--- src/sv/rca_pkg.sv ---
package rca_pkg;

   typedef enum logic [0:0] {
      ACT_PUSH  = 1'b0,
      ACT_CLEAR = 1'b1
   } action_type;

   typedef enum logic [2:0] {
      BK_IDLE,
      BK_MUL,
      BK_DIV,
      BK_NEXT,
      BK_SEND
   } back_state_type;

endpackage

--- src/sv/rca_front.sv ---
module rca_front
   import rca_pkg::*;
#(
   parameter int SAMPLE_BITS = 16,
   parameter int COUNT_BITS  = 16,
   parameter int SX_BITS     = 32,
   parameter int SXX_BITS    = 46,
   parameter int SXY_BITS    = 48
) (
   input  logic                         clock,
   input  logic                         reset,
   input  logic                         req_valid,
   output logic                         req_stall,
   input  logic                         req_action,
   input  logic signed [SAMPLE_BITS-1:0] req_x_sample,
   input  logic signed [SAMPLE_BITS-1:0] req_y_sample,
   output logic                         q_valid,
   input  logic                         q_stall,
   output logic        [COUNT_BITS-1:0] q_count,
   output logic signed [SX_BITS-1:0]    q_sx,
   output logic signed [SX_BITS-1:0]    q_sy,
   output logic        [SXX_BITS-1:0]   q_sxx,
   output logic        [SXX_BITS-1:0]   q_syy,
   output logic signed [SXY_BITS-1:0]   q_sxy,
   output logic                         q_full
);

   logic        [COUNT_BITS-1:0] count_ff, count_in;
   logic signed [SX_BITS-1:0]    sx_ff, sx_in, sy_ff, sy_in;
   logic        [SXX_BITS-1:0]   sxx_ff, sxx_in, syy_ff, syy_in;
   logic signed [SXY_BITS-1:0]   sxy_ff, sxy_in;
   logic                         full_ff, full_in;
   logic                         pend_ff, pend_in;
   logic signed [2*SAMPLE_BITS-1:0] pxx, pyy, pxy;
   logic                         take;

   // One slot: the updated sums wait here until the back end takes them.
   assign req_stall = pend_ff;
   assign take      = req_valid && !req_stall;

   assign pxx = req_x_sample * req_x_sample;
   assign pyy = req_y_sample * req_y_sample;
   assign pxy = req_x_sample * req_y_sample;

   always_comb begin
      count_in = count_ff;
      sx_in    = sx_ff;
      sy_in    = sy_ff;
      sxx_in   = sxx_ff;
      syy_in   = syy_ff;
      sxy_in   = sxy_ff;
      full_in  = full_ff;
      pend_in  = pend_ff && q_stall;
      if (take) begin
         pend_in = 1'b1;
         full_in = 1'b0;
         if (req_action == ACT_CLEAR) begin
            count_in = '0;
            sx_in    = '0;
            sy_in    = '0;
            sxx_in   = '0;
            syy_in   = '0;
            sxy_in   = '0;
         end else if (&count_ff) begin
            full_in = 1'b1;
         end else begin
            count_in = count_ff + 1'b1;
            sx_in    = sx_ff + SX_BITS'(req_x_sample);
            sy_in    = sy_ff + SX_BITS'(req_y_sample);
            sxx_in   = sxx_ff + SXX_BITS'(unsigned'(pxx));
            syy_in   = syy_ff + SXX_BITS'(unsigned'(pyy));
            sxy_in   = sxy_ff + SXY_BITS'(pxy);
         end
      end
   end

   always_ff @(posedge clock) begin
      if (reset) begin
         count_ff <= '0;
         sx_ff    <= '0;
         sy_ff    <= '0;
         sxx_ff   <= '0;
         syy_ff   <= '0;
         sxy_ff   <= '0;
         full_ff  <= 1'b0;
         pend_ff  <= 1'b0;
      end else begin
         count_ff <= count_in;
         sx_ff    <= sx_in;
         sy_ff    <= sy_in;
         sxx_ff   <= sxx_in;
         syy_ff   <= syy_in;
         sxy_ff   <= sxy_in;
         full_ff  <= full_in;
         pend_ff  <= pend_in;
      end
   end

   assign q_valid = pend_ff;
   assign q_count = count_ff;
   assign q_sx    = sx_ff;
   assign q_sy    = sy_ff;
   assign q_sxx   = sxx_ff;
   assign q_syy   = syy_ff;
   assign q_sxy   = sxy_ff;
   assign q_full  = full_ff;

`ifndef SYNTHESIS
   a_full_keeps_count: assert property (@(posedge clock) disable iff (reset)
      $rose(full_ff) |-> $stable(count_ff))
      else $error("full push changed the count");
   a_no_take_when_pending: assert property (@(posedge clock) disable iff (reset)
      pend_ff && q_stall |=> pend_ff)
      else $error("pending sums lost");
   a_full_means_max: assert property (@(posedge clock) disable iff (reset)
      full_ff |-> &count_ff)
      else $error("full flag without maximum count");
`endif

endmodule

--- config.mk ---
export PLATFORM = sky130hd
export DESIGN_NAME = rca_front
export DESIGN_NICKNAME = d
export VERILOG_FILES = /design/src/sv/rca_pkg.sv /design/src/sv/rca_front.sv
export SDC_FILE = /design/constraint.sdc
export NUM_CORES = 2
export LEC_CHECK = 0
export BUFFER_PORTS_ARGS = -buffer_cell sky130_fd_sc_hd__buf_2
export CAP_MARGIN = 0
export CORE_MARGIN = 5
export CORE_UTILIZATION = 48
export CTS_BUF_LIST = sky130_fd_sc_hd__clkbuf_2 sky130_fd_sc_hd__clkbuf_4 sky130_fd_sc_hd__clkbuf_8
export DETAILED_ROUTE_END_ITERATION = 16
export PLACE_DENSITY = 0.77
export SLEW_MARGIN = 40
export SYNTH_ARGS = -nofsm -noshare
export SYNTH_HDL_FRONTEND = slang
export SYNTH_SLANG_ARGS = --single-unit
--- constraint.sdc ---
create_clock -name clock -period 10.5 [get_ports clock]
set_clock_uncertainty 0.2 [all_clocks]
set_input_delay 2.1 -clock clock [delete_from_list [all_inputs] [get_ports clock]]
set_output_delay 2.1 -clock clock [all_outputs]
set_load 0.03 [all_outputs]
# Yosys cells after proc, flatten, opt, wreduce, memory -nomap -nowiden
# Cells that the tools add are included.
dict set report word_totals {
  reg_bits 222
  word_cells 38
  rom_bits 0
  latch_bits 0
  out_inout_bits 223
  ram_bits 0
  mem_count 0
}
dict set report classes {
  n_shift 0
  n_reduce_logical 5
  magnitude_cmp 0
  mul 3
  n_mux 15
  addsub 6
  n_div 0
  eq_ne 1
  bitwise_logic 0
}
# op n
set op_table {}
lappend op_table {{$mux W46} 4}
lappend op_table {{$mux W32} 4}
lappend op_table {{$mul A16 B16 Y32} 3}
lappend op_table {{$mux W48} 2}
lappend op_table {{$add A46 B32 Y46} 2}
lappend op_table {{$add A32 B16 Y32} 2}
lappend op_table {{$add A48 B32 Y48} 1}
lappend op_table {{$mux W16} 2}
lappend op_table {{$add A16 B1 Y16 const B} 1}
lappend op_table {{$reduce_and A16 Y1} 1}
lappend op_table {{$mux W1} 3}
lappend op_table {{$logic_and A1 B1 Y1} 2}
lappend op_table {{$ne A2 B2 Y1 const B} 1}
lappend op_table {{$reduce_and A2 Y1} 1}
lappend op_table {{$logic_not A1 Y1} 1}

# Depth between registers and ports, before layout
dict set report depth {
  ltp_word 4
  ltp_mapped 37
  depth_no_buf 36
}

# Worst setup path before layout
# No wires, ideal clock.
dict set report synth_timing {
  kind {input port to flip-flop}
  startpoint {input port req_x_sample[10]}
  endpoint {register sxx_ff[40], in the netlist q_sxx[40]}
  required_ps 10230
  arrival_time_ps 10011
  setup_slack_ps 218
  setup_time_ps 70
  path_stages 34
  n_path_buf 3
  cell_sequence {clkbuf_1 clkbuf_1 nand2_1 fa_1 fa_1 fa_1 inv_1 fa_1 fa_1 inv_1 fa_1 inv_1 ha_1 a211oi_1 nor2_1 or4_1 o21ba_2 and2_1 o21ai_0 nor2b_1 nor2b_1 o21a_1 nor2_1 xnor2_1 ha_1 nand3_1 nor4b_1 a211oi_1 o31a_1 o211ai_1 a221oi_1 clkbuf_1 or3_1 a21oi_1}
}
dict set report synth_between {
  elab_chain_cells 4
}
# item line_no
set synth_rtl {}
lappend synth_rtl {{start, declared} rca_front.sv:15} ;# input logic signed [SAMPLE_BITS-1:0] req_x_sample,
lappend synth_rtl {{$mul A16 B16 Y32} rca_front.sv:41} ;# assign pxx = req_x_sample * req_x_sample;
lappend synth_rtl {{$add A46 B32 Y46} rca_front.sv:70} ;# sxx_in = sxx_ff + SXX_BITS'(unsigned'(pxx));
lappend synth_rtl {{$mux W46} rca_front.sv:64} ;# end else if (&count_ff) begin
lappend synth_rtl {{$mux W46} rca_front.sv:57} ;# if (req_action == ACT_CLEAR) begin
lappend synth_rtl {{end signal, assigned} rca_front.sv:91} ;# sxx_ff <= sxx_in;
lappend synth_rtl {{end, declared} rca_front.sv:30} ;# logic [SXX_BITS-1:0] sxx_ff, sxx_in, syy_ff, syy_in;
# Every way passes these cells. The select of a mux whose other input is x is not followed.
# A chain may end at the register's enable or synchronous reset.

# Worst setup path in the final report
dict set report layout_timing {
  startpoint {input port req_x_sample[3]}
  endpoint {register sxx_ff[34], in the netlist q_sxx[34]}
}
# The elaborated chain is that of the path after synthesis.

==> reports/results.ini <==
[worst_setup_path]
cp_common_cell = fa_1
cp-end-kind = register
crit_end = q_sxx[34]
rr_endpoint = q_sxy[46]
start_kind = input pin
worst-r2r-cell-count = 22
cp_max_fo = 18
worstPathRequired_ps = 10860
cpMaxStageDelayCell = fa_1
max_stage_delay_ps = 550
r2r_start = q_sxy[15]
arrival_ps = 10350
rrSetupSlack_ps = 3800
path_class = in2reg
crit_path_start = req_x_sample[3]

[cells_and_area]
drive_above_1_share = 0.0981
nets = 6471
final_common_cell = inv_1
fill_cells = 8091
post-route-cell-area_um2 = 48100
syn2layout_area_growth_pct = 9.68
final_cell_mix = 995 x inv_1, 837 x fa_1, 548 x nand2_1

[routing]
via_per_inst = 5.42
wl_met2_um = 56400
antenna_left = 0
post_drt_wl_per_cell_um = 18.1
route.met3.wl_um = 9890
post-route-drc-count = 0
topRoutingLayerUsed = met5
drtIter0Drc = 2186
wl_um = 116000
drt-met1-wl_um = 46300
vias = 34600
dr.pass1.iters = 6

[sta]
fmax_ghz = 0.100
slew-limit-headroom = 0.464
setup_violations = 0
worst-slew-pin-transition_ps = 805
maxSlewViolCount = 0
rsz0062_at_grt = false
finalCritPeriodShare = 0.951
period_minus_slack_ps = 9990
hold_viol = 0

[clock_tree]
clock-sinks = 222
cts_tree = built
clk_pin_slew_ps = 60
clockBufferDepth = 3
cts_setup_buffers = 0
clk_latency_ps = 720
postCtsHoldBufs = 0
numCtsBuffers = 47
root_buffer = clkbuf_8
cts_max_level = 2

[global_routing]
grt_start_max_net_pins = 75
grt_pass1_vias = 36500
grt_overflow_total = 0
antenna_found_initial = 11
grt.total_usage = 0.240
grt_pass1_wl_um = 190000

[place]
gp_congestion = 0.927
hpwlAfterDp_um = 94500
place_area_um2 = 46900
port_buffers = 259

[run]
max_cap_viol_count = 0

[synth]
avgSynthCellArea_um2 = 8.94
syn-num-nets = 6213
syn_area_um2 = 43800
synth-edff-count = 0
ys_types = 71
yosysWarnings = 0
yosysSeqAreaShare = 0.101
postSynth.asyncResetShare = 0
postSynthRegisterBits = 222
ys.flop_type = dfxtp_1
synth_cells = 4902

[die]
fp-row-count = 110
initial_core_util = 0.485
coreArea_um2 = 90300
dieHeight_um = 312
die_area_um2 = 97400
pin_count = 260
die_x_um = 312

[run_status]
outcome = completed

[worst_hold_path]
worstHoldPathCells = 2
hold_path.class = reg2reg

==> registers in the layout, indices dropped and copies added, names as in the netlist <==
register  count
q_sy         32
q_sxx        46
q_syy        46
q_count      16
q_full        1
q_sx         32
q_sxy        48
q_valid       1
==> metrics by stage <==
stage / std cells / hold WS [ps] / setup TNS, ps / setup slack [ps] / util
finish: 6382 / 277 / 0 / 513 / 0.532
floorplan: 4902 / 392 / 0 / 218 / -
global route: 6378 / 301 / 0 / 0.933 / 0.532
CTS: 6374 / 281 / 0 / 570 / 0.532
detailed placement: 6287 / 270 / -1420 / -144 / 0.520
global placement: 6286 / 262 / 0 / 22.1 / 0.519
==> kinds of logic after synthesis <==
logic type / after synthesis / synth area share
mux: 2 / 0.000514
fa+ha+maj: 1274 / 0.507
compound gates: 798 / 0.116
buf+inv: 1175 / 0.101
flops: 222 / 0.101
simple gates: 1164 / 0.120
xor+xnor: 267 / 0.0534
==> layout make-up <==
cell class                      count  area (um2)  area share
Antenna cell                        8        20.0    0.000416
Clock buffer                       71         933      0.0194
Clock inverter                     16         185     0.00385
Inverter                         1006        3780      0.0786
Multi-Input combinational cell   3505       35000       0.728
Sequential cell                   222        4440      0.0925
Tap cell                         1176        1470      0.0306
Timing Repair Buffer              378        2230      0.0463
==> worst min-delay path by stage <==
| stage | from | to | slack, ps |
|---|---|---|---|
| finish | q_sx[18] | q_sx[18] | 280 |
| global route | q_sxx[27] | q_sxx[27] | 300 |
| CTS | q_sxx[22] | q_sxx[22] | 280 |
| detailed placement | q_sx[26] | q_sx[26] | 270 |
| global placement | q_sx[22] | q_sx[22] | 260 |
| floorplan | q_sxy[47] | q_sxy[47] | 390 |
==> layer usage <==
| metal | up-vias | GRT usage |
|---|---|---|
| met5 | - | 0 |
| met4 | 2 | 0.0661 |
| met3 | 217 | 0.0587 |
| met2 | 1130 | 0.413 |
| met1 | 17300 | 0.305 |
| li1 | 15900 | - |
==> worst max-delay path: cells and delay by family <==
| family | cells | cell delay (ps) |
|---|---|---|
| AND/OR/NAND/NOR | 8 | 1280 |
| AO/OA/AOI/OAI | 10 | 2530 |
| buffers and inverters | 6 | 950 |
| XOR/XNOR | 2 | 280 |
| adder cells (fa/ha/maj) | 8 | 3180 |
==> Yosys cell counts (33+ instances only) <==
cell      count  area share
inv_1       995       0.085
a22o_1       35      0.0070
o21ai_0     238       0.027
ha_1        436        0.12
clkbuf_1    157       0.013
fa_1        838        0.38
nor2_1      232       0.020
a21o_1      120       0.021
and2_1      134       0.019
nand2b_1     33      0.0047
o21bai_1     33      0.0057
a21oi_1     203       0.023
nand3_1      51      0.0058
dfxtp_1     222        0.10
nand2_1     548       0.047
xnor2_1     152       0.030
xor2_1      115       0.023
==> repair_timing <==
action | CTS | global route
resized for setup | 0 | 2
endpoints found under the setup margin | 0 | 7
hold endpoints to repair | 0 | 0
Power is left out: the tool's default activity adds up to more than one toggle a clock period on the data nets, which glitch-free logic cannot reach.
